## src/design/cbc_pkg.sv

```systemverilog
// ----------------------------------------------------------------------------
// Cell balancing controller package
// Shared constants, types and register map for the balancing block.
// ----------------------------------------------------------------------------
package cbc_pkg;

  localparam int MaxCells    = 12;
  localparam int TempSensors = 2;
  localparam int CellW       = $clog2(MaxCells);
  localparam int SensW       = (TempSensors > 1) ? $clog2(TempSensors) : 1;

  localparam logic [1:0] ModeIdle = 2'd0;
  localparam logic [1:0] ModeBal  = 2'd1;
  localparam logic [1:0] ModeCool = 2'd2;

  localparam logic [3:0] RegCellCount = 4'd0;
  localparam logic [3:0] RegMaxTemp   = 4'd1;
  localparam logic [3:0] RegMinVolt   = 4'd2;
  localparam logic [3:0] RegTempHyst  = 4'd3;

  localparam logic CmdVolt = 1'b0;
  localparam logic CmdTemp = 1'b1;

  // One queued request between the front and the back.
  typedef struct packed {
    logic        cmd;
    logic [3:0]  index;
    logic [15:0] millivolts;
    logic [9:0]  temperature;
    logic        charging;
    logic        last;
  } req_t;

  typedef struct packed {
    logic [3:0]        cell_count;
    logic signed [9:0] temp_limit;
    logic [15:0]       min_cell_voltage;
    logic [7:0]        temp_hysteresis;
  } cfg_t;

endpackage

```

## src/design/cbc_front.sv

```systemverilog
// ----------------------------------------------------------------------------
// Front end and request queue
// Accepts scan items into a small FIFO so the balancer runs decoupled.
// ----------------------------------------------------------------------------
module cbc_front import cbc_pkg::*; (
  input  logic clk_i,
  input  logic rst_ni,
  input  logic in_valid_i,
  output logic in_ready_o,
  input  req_t in_req_i,
  output logic q_valid_o,
  input  logic q_pop_i,
  output req_t q_req_o
);

  req_t       mem_q [2];
  logic       wp_q, rp_q;
  logic [1:0] cnt_q;
  logic       push;

  assign in_ready_o = (cnt_q != 2'd2);
  assign push       = in_valid_i && in_ready_o;
  assign q_valid_o  = (cnt_q != 2'd0);
  assign q_req_o    = mem_q[rp_q];

  always_ff @(posedge clk_i) begin
    if (push) mem_q[wp_q] <= in_req_i;
  end

  always_ff @(posedge clk_i or negedge rst_ni) begin
    if (!rst_ni) begin
      wp_q  <= 1'b0;
      rp_q  <= 1'b0;
      cnt_q <= 2'd0;
    end else begin
      if (push) wp_q <= ~wp_q;
      if (q_pop_i) rp_q <= ~rp_q;
      cnt_q <= cnt_q + {1'b0, push} - {1'b0, q_pop_i};
    end
  end

endmodule

```

## src/design/cbc_back.sv

```systemverilog
// ----------------------------------------------------------------------------
// Balancer back end
// Stores scan data and, on the last item, runs the mode step over the cells.
// ----------------------------------------------------------------------------
module cbc_back import cbc_pkg::*; (
  input  logic        clk_i,
  input  logic        rst_ni,
  input  cfg_t        cfg_i,
  input  logic        q_valid_i,
  output logic        q_pop_o,
  input  req_t        q_req_i,
  output logic        out_valid_o,
  input  logic        out_ready_i,
  output logic [11:0] balance_mask_o,
  output logic [1:0]  mode_o,
  output logic        led_o
);

  localparam logic [2:0] StIdle = 3'd0;
  localparam logic [2:0] StExt  = 3'd1;
  localparam logic [2:0] StDec  = 3'd2;
  localparam logic [2:0] StDiv  = 3'd3;
  localparam logic [2:0] StRank = 3'd4;
  localparam logic [2:0] StOut  = 3'd5;

  logic [15:0]       volt_q [MaxCells];
  logic signed [9:0] temp_q [TempSensors];
  logic [1:0]        mode_q;
  logic [CellW-1:0]  ref_q;
  logic [2:0]        st_q;
  logic [CellW:0]    n_q, i_q, j_q, rank_q;
  logic [CellW-1:0]  lo_q;
  logic [15:0]       minv_q, maxv_q;
  logic signed [10:0] hot_q;
  logic [MaxCells-1:0] mask_q;
  logic [CellW:0]    allowed_q;
  logic [19:0]       rem_q;
  logic              out_valid_q;
  logic [11:0]       out_mask_q;
  logic [1:0]        out_mode_q;

  logic [CellW:0] n_eff;
  logic signed [10:0] hot_c;
  logic [CellW-1:0] ii, jj;
  logic signed [11:0] margin;
  logic signed [11:0] hyst_s;
  logic [10:0] abs_m;

  always_comb begin
    if (cfg_i.cell_count == 4'd0) n_eff = (CellW+1)'(1);
    else if ({1'b0, cfg_i.cell_count} > 5'(MaxCells)) n_eff = (CellW+1)'(MaxCells);
    else n_eff = (CellW+1)'(cfg_i.cell_count);
    hot_c = -11'sd1000;
    for (int s = 0; s < TempSensors; s++)
      if (11'(signed'(temp_q[s])) > hot_c) hot_c = 11'(signed'(temp_q[s]));
    ii = i_q[CellW-1:0];
    jj = j_q[CellW-1:0];
    hyst_s = 12'(signed'({1'b0, cfg_i.temp_hysteresis}));
    margin = 12'(signed'(cfg_i.temp_limit)) - 12'(hot_q);
    abs_m  = margin[11] ? 11'(-margin) : 11'(margin);
  end

  wire can_take = (st_q == StIdle) && !(out_valid_q && !out_ready_i);
  assign q_pop_o = can_take && q_valid_i;

  assign out_valid_o    = out_valid_q;
  assign balance_mask_o = out_mask_q;
  assign mode_o         = out_mode_q;
  assign led_o          = (out_mode_q == ModeBal);

  // Signed reference difference and rank comparison for the walk.
  logic signed [16:0] dref;
  logic               beats;
  assign dref  = 17'({1'b0, volt_q[ii]}) - 17'({1'b0, volt_q[ref_q]});
  assign beats = (volt_q[jj] > volt_q[ii]) || (volt_q[jj] == volt_q[ii] && jj < ii);

  always_ff @(posedge clk_i or negedge rst_ni) begin
    if (!rst_ni) begin
      for (int k = 0; k < MaxCells; k++) volt_q[k] <= '0;
      for (int k = 0; k < TempSensors; k++) temp_q[k] <= '0;
      mode_q <= ModeIdle;
      ref_q <= '0;
      st_q <= StIdle;
      out_valid_q <= 1'b0;
      n_q <= '0; i_q <= '0; j_q <= '0; rank_q <= '0;
      lo_q <= '0; minv_q <= '0; maxv_q <= '0; hot_q <= '0;
      mask_q <= '0; allowed_q <= '0; rem_q <= '0;
      out_mask_q <= '0; out_mode_q <= ModeIdle;
    end else begin
      if (out_valid_q && out_ready_i && st_q != StOut) out_valid_q <= 1'b0;
      case (st_q)
        StIdle: begin
          if (q_pop_o) begin
            if (q_req_i.cmd == CmdVolt) begin
              if ({1'b0, q_req_i.index} < 5'(MaxCells))
                volt_q[q_req_i.index[CellW-1:0]] <= q_req_i.millivolts;
            end else if ({1'b0, q_req_i.index} < 5'(TempSensors)) begin
              temp_q[q_req_i.index[SensW-1:0]] <= q_req_i.temperature;
            end
            if (q_req_i.last) begin
              mask_q <= '0;
              if (q_req_i.charging) begin
                mode_q <= ModeIdle;
                st_q <= StOut;
                out_mode_q <= ModeIdle;
              end else begin
                n_q <= n_eff;
                i_q <= '0;
                minv_q <= 16'hFFFF;
                maxv_q <= '0;
                lo_q <= '0;
                st_q <= StExt;
              end
            end
          end
        end
        StExt: begin
          // Operand writes from this request are now visible.
          hot_q <= hot_c;
          if (i_q == '0) begin
            minv_q <= volt_q[0]; lo_q <= '0;
            maxv_q <= volt_q[0];
            i_q <= (CellW+1)'(1);
          end else if (i_q < n_q) begin
            if (volt_q[ii] < minv_q) begin minv_q <= volt_q[ii]; lo_q <= ii; end
            if (volt_q[ii] > maxv_q) maxv_q <= volt_q[ii];
            i_q <= i_q + 1'b1;
          end else begin
            st_q <= StDec;
          end
        end
        StDec: begin
          case (mode_q)
            ModeIdle: begin
              ref_q <= lo_q;
              if (maxv_q - minv_q > 16'd50) mode_q <= ModeBal;
              st_q <= StOut;
            end
            ModeBal: begin
              if (hot_q >= 11'(signed'(cfg_i.temp_limit))) begin
                mode_q <= ModeCool;
                st_q <= StOut;
              end else if ({1'b0, ref_q} >= n_q) begin
                mode_q <= ModeIdle;
                st_q <= StOut;
              end else if ((maxv_q > volt_q[ref_q] ? maxv_q - volt_q[ref_q]
                                                   : volt_q[ref_q] - maxv_q) < 16'd20
                           || minv_q <= cfg_i.min_cell_voltage) begin
                mode_q <= ModeIdle;
                st_q <= StOut;
              end else if ({1'b0, volt_q[ref_q]} > {1'b0, minv_q} + 17'd4) begin
                mode_q <= ModeIdle;
                st_q <= StOut;
              end else if (margin < hyst_s && cfg_i.temp_hysteresis != 8'd0) begin
                rem_q <= 20'(abs_m) * 20'(n_q);
                allowed_q <= '0;
                st_q <= StDiv;
              end else begin
                allowed_q <= n_q;
                i_q <= '0; j_q <= '0; rank_q <= '0;
                st_q <= StRank;
              end
            end
            ModeCool: begin
              if (12'(hot_q) < 12'(signed'(cfg_i.temp_limit)) - hyst_s)
                mode_q <= ModeBal;
              st_q <= StOut;
            end
            default: begin
              mode_q <= ModeIdle;
              st_q <= StOut;
            end
          endcase
        end
        StDiv: begin
          // Repeated subtraction; quotient saturates at the cell count.
          if (rem_q >= 20'(cfg_i.temp_hysteresis) && allowed_q < n_q) begin
            rem_q <= rem_q - 20'(cfg_i.temp_hysteresis);
            allowed_q <= allowed_q + 1'b1;
          end else begin
            i_q <= '0; j_q <= '0; rank_q <= '0;
            st_q <= StRank;
          end
        end
        StRank: begin
          if (j_q < n_q) begin
            if (beats) rank_q <= rank_q + 1'b1;
            j_q <= j_q + 1'b1;
          end else begin
            if (rank_q < allowed_q && ii != ref_q && dref > 17'sd10) mask_q[ii] <= 1'b1;
            j_q <= '0; rank_q <= '0;
            if (i_q + 1'b1 < n_q) i_q <= i_q + 1'b1;
            else st_q <= StOut;
          end
        end
        StOut: begin
          if (!out_valid_q || out_ready_i) begin
            out_valid_q <= 1'b1;
            out_mask_q  <= 12'(mask_q);
            out_mode_q  <= mode_q;
            st_q <= StIdle;
          end
        end
        default: st_q <= StIdle;
      endcase
    end
  end

endmodule

```

## src/design/cell_balancing_controller_unit.sv

```systemverilog
// Flow: an accepted item waits in the front queue and is stored when the back end pops it;
// a last item then runs the extremes walk and a decision step (charging skips both), and
// in balance mode may add a divide and a rank walk, before the output step.
// Throughput is one plain item per cycle while the back end is idle and its output is not
// stalled; a two-entry queue keeps the input open while the back end works on a scan,
// until it fills. Reset clears cell and sensor data and mode and loads the default config.
// ----------------------------------------------------------------------------
// Cell balancing controller
// Top level: APB register file, front queue and balancer back end.
// ----------------------------------------------------------------------------
module cell_balancing_controller_unit import cbc_pkg::*; (
  input  logic        clk_i,
  input  logic        rst_ni,
  input  logic        psel,
  input  logic        penable,
  input  logic        pwrite,
  input  logic [3:0]  paddr,
  input  logic [31:0] pwdata,
  output logic [31:0] prdata,
  output logic        pready,
  input  logic        in_valid_i,
  output logic        in_ready_o,
  input  logic        cmd_i,
  input  logic [3:0]  index_i,
  input  logic [15:0] millivolts_i,
  input  logic signed [9:0] temperature_i,
  input  logic        charging_i,
  input  logic        last_i,
  output logic        out_valid_o,
  input  logic        out_ready_i,
  output logic [11:0] balance_mask_o,
  output logic [1:0]  mode_o,
  output logic        led_o
);

  cfg_t cfg_q;
  req_t in_req, q_req;
  logic q_valid, q_pop;

  assign pready = 1'b1;

  always_ff @(posedge clk_i or negedge rst_ni) begin
    if (!rst_ni) begin
      cfg_q.cell_count       <= 4'd12;
      cfg_q.temp_limit       <= 10'sd50;
      cfg_q.min_cell_voltage <= 16'd3000;
      cfg_q.temp_hysteresis  <= 8'd5;
    end else if (psel && penable && pwrite) begin
      case ({2'b00, paddr[3:2]})
        RegCellCount: cfg_q.cell_count       <= pwdata[3:0];
        RegMaxTemp:   cfg_q.temp_limit       <= pwdata[9:0];
        RegMinVolt:   cfg_q.min_cell_voltage <= pwdata[15:0];
        RegTempHyst:  cfg_q.temp_hysteresis  <= pwdata[7:0];
        default: ;
      endcase
    end
  end

  always_comb begin
    case ({2'b00, paddr[3:2]})
      RegCellCount: prdata = {28'd0, cfg_q.cell_count};
      RegMaxTemp:   prdata = 32'(signed'(cfg_q.temp_limit));
      RegMinVolt:   prdata = {16'd0, cfg_q.min_cell_voltage};
      RegTempHyst:  prdata = {24'd0, cfg_q.temp_hysteresis};
      default:      prdata = '0;
    endcase
  end

  assign in_req = '{cmd: cmd_i, index: index_i, millivolts: millivolts_i,
                    temperature: temperature_i, charging: charging_i, last: last_i};

  cbc_front u_front (
    .clk_i, .rst_ni, .in_valid_i, .in_ready_o, .in_req_i(in_req),
    .q_valid_o(q_valid), .q_pop_i(q_pop), .q_req_o(q_req)
  );

  cbc_back u_back (
    .clk_i, .rst_ni, .cfg_i(cfg_q), .q_valid_i(q_valid), .q_pop_o(q_pop),
    .q_req_i(q_req), .out_valid_o, .out_ready_i, .balance_mask_o, .mode_o, .led_o
  );

endmodule
```

## config.mk

```make
export PLATFORM = sky130hd
export DESIGN_NAME = cell_balancing_controller_unit
export DESIGN_NICKNAME = d
export VERILOG_FILES = /design/src/design/cbc_pkg.sv /design/src/design/cbc_front.sv /design/src/design/cbc_back.sv /design/src/design/cell_balancing_controller_unit.sv
export SDC_FILE = /design/constraint.sdc
export NUM_CORES = 1
export LEC_CHECK = 0
export BUFFER_PORTS_ARGS = -buffer_cell sky130_fd_sc_hd__buf_2
export CORE_UTILIZATION = 40
export DETAILED_ROUTE_END_ITERATION = 10
export GPL_TIMING_DRIVEN = 0
export PLACE_DENSITY = 0.61
export RECOVER_POWER = 25
export SETUP_SLACK_MARGIN = 0.5
export SYNTH_ARGS = -nofsm -noshare
export SYNTH_HDL_FRONTEND = slang
export SYNTH_SLANG_ARGS = --single-unit
export TNS_END_PERCENT = 5
```

## constraint.sdc

```tcl
create_clock -name clk_i -period 5.1 [get_ports clk_i]
set_input_delay 0.255 -clock clk_i [delete_from_list [all_inputs] [get_ports clk_i]]
set_output_delay 0.255 -clock clk_i [all_outputs]
set_load 0.02 [all_outputs]
```

==> flow_summary.html <==
<table>
<tr><th>Metric</th><th>Value</th></tr>
<tr><th colspan="2">STA</th></tr>
<tr><td>Number of hold violations in the final report</td><td>0</td></tr>
<tr><td>Final max-slew violation count</td><td>40</td></tr>
<tr><td>Highest achievable clock rate</td><td>180 MHz</td></tr>
<tr><td>Largest clock skew in the final design</td><td>0.0660 ns</td></tr>
<tr><td>Min Tclk post-route</td><td>around 5.6 ns</td></tr>
<tr><td>Crit share post-route</td><td>1.09</td></tr>
<tr><td>Total of endpoints with negative setup slack in the final report</td><td>20</td></tr>
<tr><td>Worst setup slack after layout</td><td>-0.469 ns</td></tr>
<tr><td>Worst Max-Slew Pin Slew</td><td>2.59 ns</td></tr>
<tr><td>Worst slew margin</td><td>-0.724</td></tr>
<tr><td>Unrepaired setup endpoints after global routing</td><td>true</td></tr>
<tr><td>Hold WS</td><td>0.0680 ns</td></tr>
<tr><th colspan="2">Power and ir drop</th></tr>
<tr><td>Worst IR drop on VDD</td><td>405 µV</td></tr>
<tr><td>Leakage Power</td><td>16.2 nW</td></tr>
<tr><td>Power density over the cells</td><td>745 nW/µm²</td></tr>
<tr><th colspan="2">Critical path</th></tr>
<tr><td>Most common cell on crit path</td><td>sky130_fd_sc_hd__inv_2</td></tr>
<tr><td>Type of the worst setup path</td><td>register to register</td></tr>
<tr><td>Largest stage delay on the critical path</td><td>roughly 0.54 ns</td></tr>
<tr><td>Cell class contributing the biggest share of worst-path delay</td><td>adder cells</td></tr>
<tr><td>Reg2Reg Depth</td><td>26</td></tr>
<tr><td>Crit end category</td><td>register</td></tr>
<tr><td>Endpoint arrival time on the critical path</td><td>6.05 ns</td></tr>
<tr><td>Req. time, crit path</td><td>around 5.6 ns</td></tr>
<tr><td>Worst R2R Start</td><td>cfg_q[24]$_DFFE_PN0P_</td></tr>
<tr><td>Category of the worst setup path launch point</td><td>register</td></tr>
<tr><td>Worst reg2reg endpoint</td><td>u_back.rem_q[15]$_DFFE_PN0P_</td></tr>
<tr><td>Slowest stage cell, crit path</td><td>sky130_fd_sc_hd__fa_1</td></tr>
<tr><td>CP max FO</td><td>4</td></tr>
<tr><td>Crit path buffers/inverters</td><td>5</td></tr>
<tr><td>Worst R2R Setup Slack</td><td>-0.47 ns</td></tr>
<tr><th colspan="2">Die</th></tr>
<tr><td>Floorplan die area</td><td>between 80000 and 90000 µm²</td></tr>
<tr><td>Ports</td><td>roughly 130</td></tr>
<tr><td>Floorplan row count</td><td>between 100 and 150</td></tr>
<tr><td>Initial Util</td><td>0.407</td></tr>
<tr><td>Die width</td><td>284 µm</td></tr>
<tr><td>Core region area</td><td>78000 µm²</td></tr>
<tr><td>Die height</td><td>284 µm</td></tr>
<tr><th colspan="2">Hold path</th></tr>
<tr><td>Min-Delay Path Depth</td><td>3</td></tr>
<tr><td>Kind of path behind the tightest hold check</td><td>input pin to register</td></tr>
<tr><td>Startpoint of the worst hold path</td><td>in_valid_i</td></tr>
<tr><td>Hold worst-path end</td><td>u_front.wp_q$_DFFE_PN0P_</td></tr>
<tr><th colspan="2">Detailed routing</th></tr>
<tr><td>Routed wire length</td><td>about 110000 µm</td></tr>
<tr><td>ANT nets after route</td><td>0</td></tr>
<tr><td>Starting DRC count in detailed routing</td><td>~2300</td></tr>
<tr><td>First-pass iteration count of the detailed router</td><td>7</td></tr>
<tr><td>Routed length per placed instance</td><td>between 20 and 25 µm</td></tr>
<tr><td>Number of DRC violations after detailed routing</td><td>0</td></tr>
<tr><td>Post-detailed-route via-to-cell ratio</td><td>5.81</td></tr>
<tr><td>Via count</td><td>26655</td></tr>
<tr><th colspan="2">Global routing</th></tr>
<tr><td>Antenna violations before repair</td><td>0</td></tr>
<tr><td>Global route overflow</td><td>0</td></tr>
<tr><td>GR Util All Layers</td><td>0.265</td></tr>
<tr><td>Vias in the first global route</td><td>26111</td></tr>
<tr><td>First-pass GRT wire length</td><td>163000 µm</td></tr>
<tr><td>Pin count of the biggest net entering global routing</td><td>119</td></tr>
<tr><th colspan="2">Clock tree</th></tr>
<tr><td>Clock Latency Late Sink</td><td>between 0.6 and 0.7 ns</td></tr>
<tr><td>Number of clock sinks seen by CTS</td><td>447</td></tr>
<tr><td>TritonCTS clock tree</td><td>built</td></tr>
<tr><td>Deepest clock path buffer count</td><td>3</td></tr>
<tr><td>Number of buffers added by the clock tree synthesis step</td><td>53</td></tr>
<tr><td>H-Tree Level Count</td><td>2</td></tr>
<tr><td>Clock slew seen by the registers of the worst setup and hold paths</td><td>~0.06 ns</td></tr>
<tr><td>Clock root buffer master</td><td>sky130_fd_sc_hd__clkbuf_16</td></tr>
<tr><th colspan="2">Synth</th></tr>
<tr><td>Post-Synthesis Net Count</td><td>about 3600</td></tr>
<tr><td>Mapped cell area</td><td>between 30000 and 40000 µm²</td></tr>
<tr><td>Post-synthesis adder-cell area fraction</td><td>0.118</td></tr>
<tr><td>Yosys cell types</td><td>94</td></tr>
<tr><td>Simple-gate share of the synthesized area</td><td>0.127</td></tr>
<tr><td>Combinational family with the most area after synthesis</td><td>multiplexers</td></tr>
<tr><td>Leading cell types by count after synthesis</td><td>406 x sky130_fd_sc_hd__nand2_1, 367 x sky130_fd_sc_hd__dfrtp_1, 359 x sky130_fd_sc_hd__o21ai_0</td></tr>
<tr><td>Most used standard cell by instance count after synthesis</td><td>sky130_fd_sc_hd__nand2_1</td></tr>
<tr><td>Synth Instances</td><td>3249</td></tr>
<tr><td>Xor-xnor portion of the synthesized cell area</td><td>0.0226</td></tr>
<tr><td>Total number of yosys warnings</td><td>0</td></tr>
<tr><td>Register area share after synthesis</td><td>0.363</td></tr>
<tr><td>Avg Synthesized Cell Area</td><td>9.77 µm²</td></tr>
<tr><td>Number of enable flip-flop cells after synthesis</td><td>66</td></tr>
<tr><td>Area fraction in compound gates after synthesis</td><td>0.154</td></tr>
<tr><td>Top FF cell, synth</td><td>sky130_fd_sc_hd__dfrtp_1</td></tr>
<tr><td>Fraction of post-synthesis cell area in the top cell type by area</td><td>0.289</td></tr>
<tr><td>Share of synthesized area spent on multiplexers</td><td>0.165</td></tr>
<tr><td>Cell type with the largest total area after synthesis</td><td>sky130_fd_sc_hd__dfrtp_1</td></tr>
<tr><td>Largest cells by area after synthesis</td><td>sky130_fd_sc_hd__dfrtp_1 29%, sky130_fd_sc_hd__ha_1 10%, sky130_fd_sc_hd__mux4_2 9.4%</td></tr>
<tr><td>Post-synthesis sequential element count</td><td>447</td></tr>
<tr><td>Share of flip-flops with an asynchronous set or reset after synthesis</td><td>0.852</td></tr>
<tr><th colspan="2">Placed design</th></tr>
<tr><td>Placer's final routability congestion estimate</td><td>between 0.9 and 1</td></tr>
<tr><td>Dpl ws</td><td>-1.53 ns</td></tr>
<tr><td>Final HPWL DP</td><td>80800 µm</td></tr>
<tr><td>Placed inst area</td><td>33900 µm²</td></tr>
<tr><td>Number of port buffers</td><td>106</td></tr>
<tr><td>Placed Cells incl. Taps</td><td>approximately 4400</td></tr>
<tr><th colspan="2">Run status</th></tr>
<tr><td>Failing checks</td><td>capacitance limit, slew limit, setup timing</td></tr>
<tr><td>Run status</td><td>finished with violations</td></tr>
<tr><th colspan="2">Final layout</th></tr>
<tr><td>Design Area, Final</td><td>37100 µm²</td></tr>
<tr><td>Final core utilization</td><td>0.476</td></tr>
<tr><td>Final standard cell count with taps included and fillers excluded</td><td>roughly 4600</td></tr>
<tr><td>Antenna diode instance count</td><td>0</td></tr>
<tr><td>Synth-to-Final Area Change</td><td>17.0%</td></tr>
<tr><td>Fraction of final layout cells sized beyond drive strength 1</td><td>0.184</td></tr>
<tr><td>Number of nets in the finished design</td><td>3862</td></tr>
<tr><td>Count of fill cells added during filler insertion</td><td>7277</td></tr>
<tr><th colspan="2">Flow run</th></tr>
<tr><td>Reported max-cap violation count</td><td>1</td></tr>
</table>
[tightest hold or removal path, stage by stage]
cell and delay, ns:
sky130_fd_sc_hd__buf_2 0.11, sky130_fd_sc_hd__nand2_1 0.18, sky130_fd_sc_hd__xnor2_1 0.10
[kinds of logic (layout without fill, tap and decap cells)]
family	Yosys count	after routing
compound gates	806	807
mux	345	345
flops	447	447
buf+inv	404	699
other cells	1	1
xor+xnor	82	82
fa+ha+maj	285	285
simple gates	879	879
[worst max-delay path by stage]
stage                              start                           end  slack, ns  cells after the start
6_report           cfg_q[24]$_DFFE_PN0P_  u_back.rem_q[15]$_DFFE_PN0P_      -0.47                     26
5_1_grt            cfg_q[24]$_DFFE_PN0P_  u_back.rem_q[15]$_DFFE_PN0P_      -0.71                     26
4_1_cts            cfg_q[25]$_DFFE_PN1P_  u_back.rem_q[14]$_DFFE_PN0P_      -0.50                     24
3_5_place_dp   u_back.i_q[1]$_DFFE_PN0P_  u_back.mask_q[9]$_DFFE_PN0P_      -1.53                     19
3_3_place_gp                      rst_ni  u_back.volt_q[9]$_DFFE_PN0P_      -4.15                      1
2_1_floorplan      cfg_q[25]$_DFFE_PN1P_  u_back.rem_q[14]$_DFFE_PN0P_      -0.37                     24
[metal layers]
metal,share of wire,track usage,vias to the layer above
met2,0.45,0.416,978
met4,0.053,0.131,0
li1,-,-,12240
met1,0.42,0.353,13195
met3,0.071,0.0470,242
met5,0,0,-
[flip-flops by register name, indices dropped and copies added, names as in the netlist, 11 cells and up]
signal,cells
u_back.temp_q,20
u_back.hot_q,11
cfg_q,38
u_back.maxv_q,16
u_back.balance_mask_o,12
u_back.minv_q,16
u_front.mem_q,66
u_back.mask_q,12
u_back.rem_q,20
u_back.volt_q,192
[cell type report]
cell class                 count  area [µm²]  share of cell area
buffer                       189        1010              0.0273
clock buffer                  67        1440              0.0388
clock inverter                32         384              0.0103
inverter                     215         807              0.0217
multi-input combinational   2399       19300               0.519
sequential                   447       11500               0.311
tap                         1040        1300              0.0350
timing repair buffer         196        1390              0.0373
[metrics by stage]
| step | total power, mW | TNS [ns] |
|---|---|---|
| 3_3_place_gp | 21.7 | -1616.28 |
| 2_1_floorplan | 17.3 | -1.04 |
| 3_5_place_dp | 21.8 | -96.80 |
| 5_1_grt | 29.7 | -8.41 |
| 4_1_cts | 26.8 | -3.08 |
| 6_report | 27.7 | -3.79 |
[cells in the final DEF (no fill, tap or decap), types with 33 or more instances in the layout]
| cell | n |
|---|---|
| sky130_fd_sc_hd__mux2i_1 | 124 |
| sky130_fd_sc_hd__inv_1 | 200 |
| sky130_fd_sc_hd__o21ai_0 | 334 |
| sky130_fd_sc_hd__a21o_1 | 46 |
| sky130_fd_sc_hd__nand3_1 | 53 |
| sky130_fd_sc_hd__edfxtp_1 | 66 |
| sky130_fd_sc_hd__nand4_1 | 35 |
| sky130_fd_sc_hd__nor3_1 | 33 |
| sky130_fd_sc_hd__a21oi_1 | 143 |
| sky130_fd_sc_hd__clkbuf_16 | 53 |
| sky130_fd_sc_hd__nor2b_1 | 35 |
| sky130_fd_sc_hd__nor2_1 | 164 |
| sky130_fd_sc_hd__nand2b_1 | 35 |
| sky130_fd_sc_hd__dlygate4sd3_1 | 51 |
| sky130_fd_sc_hd__mux4_2 | 132 |
| sky130_fd_sc_hd__dfrtp_1 | 356 |
| sky130_fd_sc_hd__xnor2_1 | 47 |
| sky130_fd_sc_hd__ha_1 | 248 |
| sky130_fd_sc_hd__mux2_2 | 72 |
| sky130_fd_sc_hd__clkbuf_1 | 146 |
| sky130_fd_sc_hd__o31ai_1 | 35 |
| sky130_fd_sc_hd__nand2_1 | 402 |
| sky130_fd_sc_hd__buf_4 | 56 |
| sky130_fd_sc_hd__buf_2 | 95 |
[power by group]
group          internal (mW)  total, mW  leakage, nW  switching [mW]
Clock                   2.32       4.00        0.889            1.67
Combinational           7.59       18.1         9.70            10.5
Sequential              4.57       5.61         5.64            1.04
[what timing repair did]
| action | 4_1_cts | 5_1_grt |
|---|---|---|
| endpoints found under the hold margin | 186 | 0 |
| gates cloned | 1 | 0 |
| pin swaps | 34 | 18 |
| gates resized for setup | 148 | 86 |
| hold buffers | 51 | 0 |
| setup endpoints to repair | 92 | 89 |
| setup buffers | 18 | 12 |
Note: power is estimated with default switching activity, not from simulation.
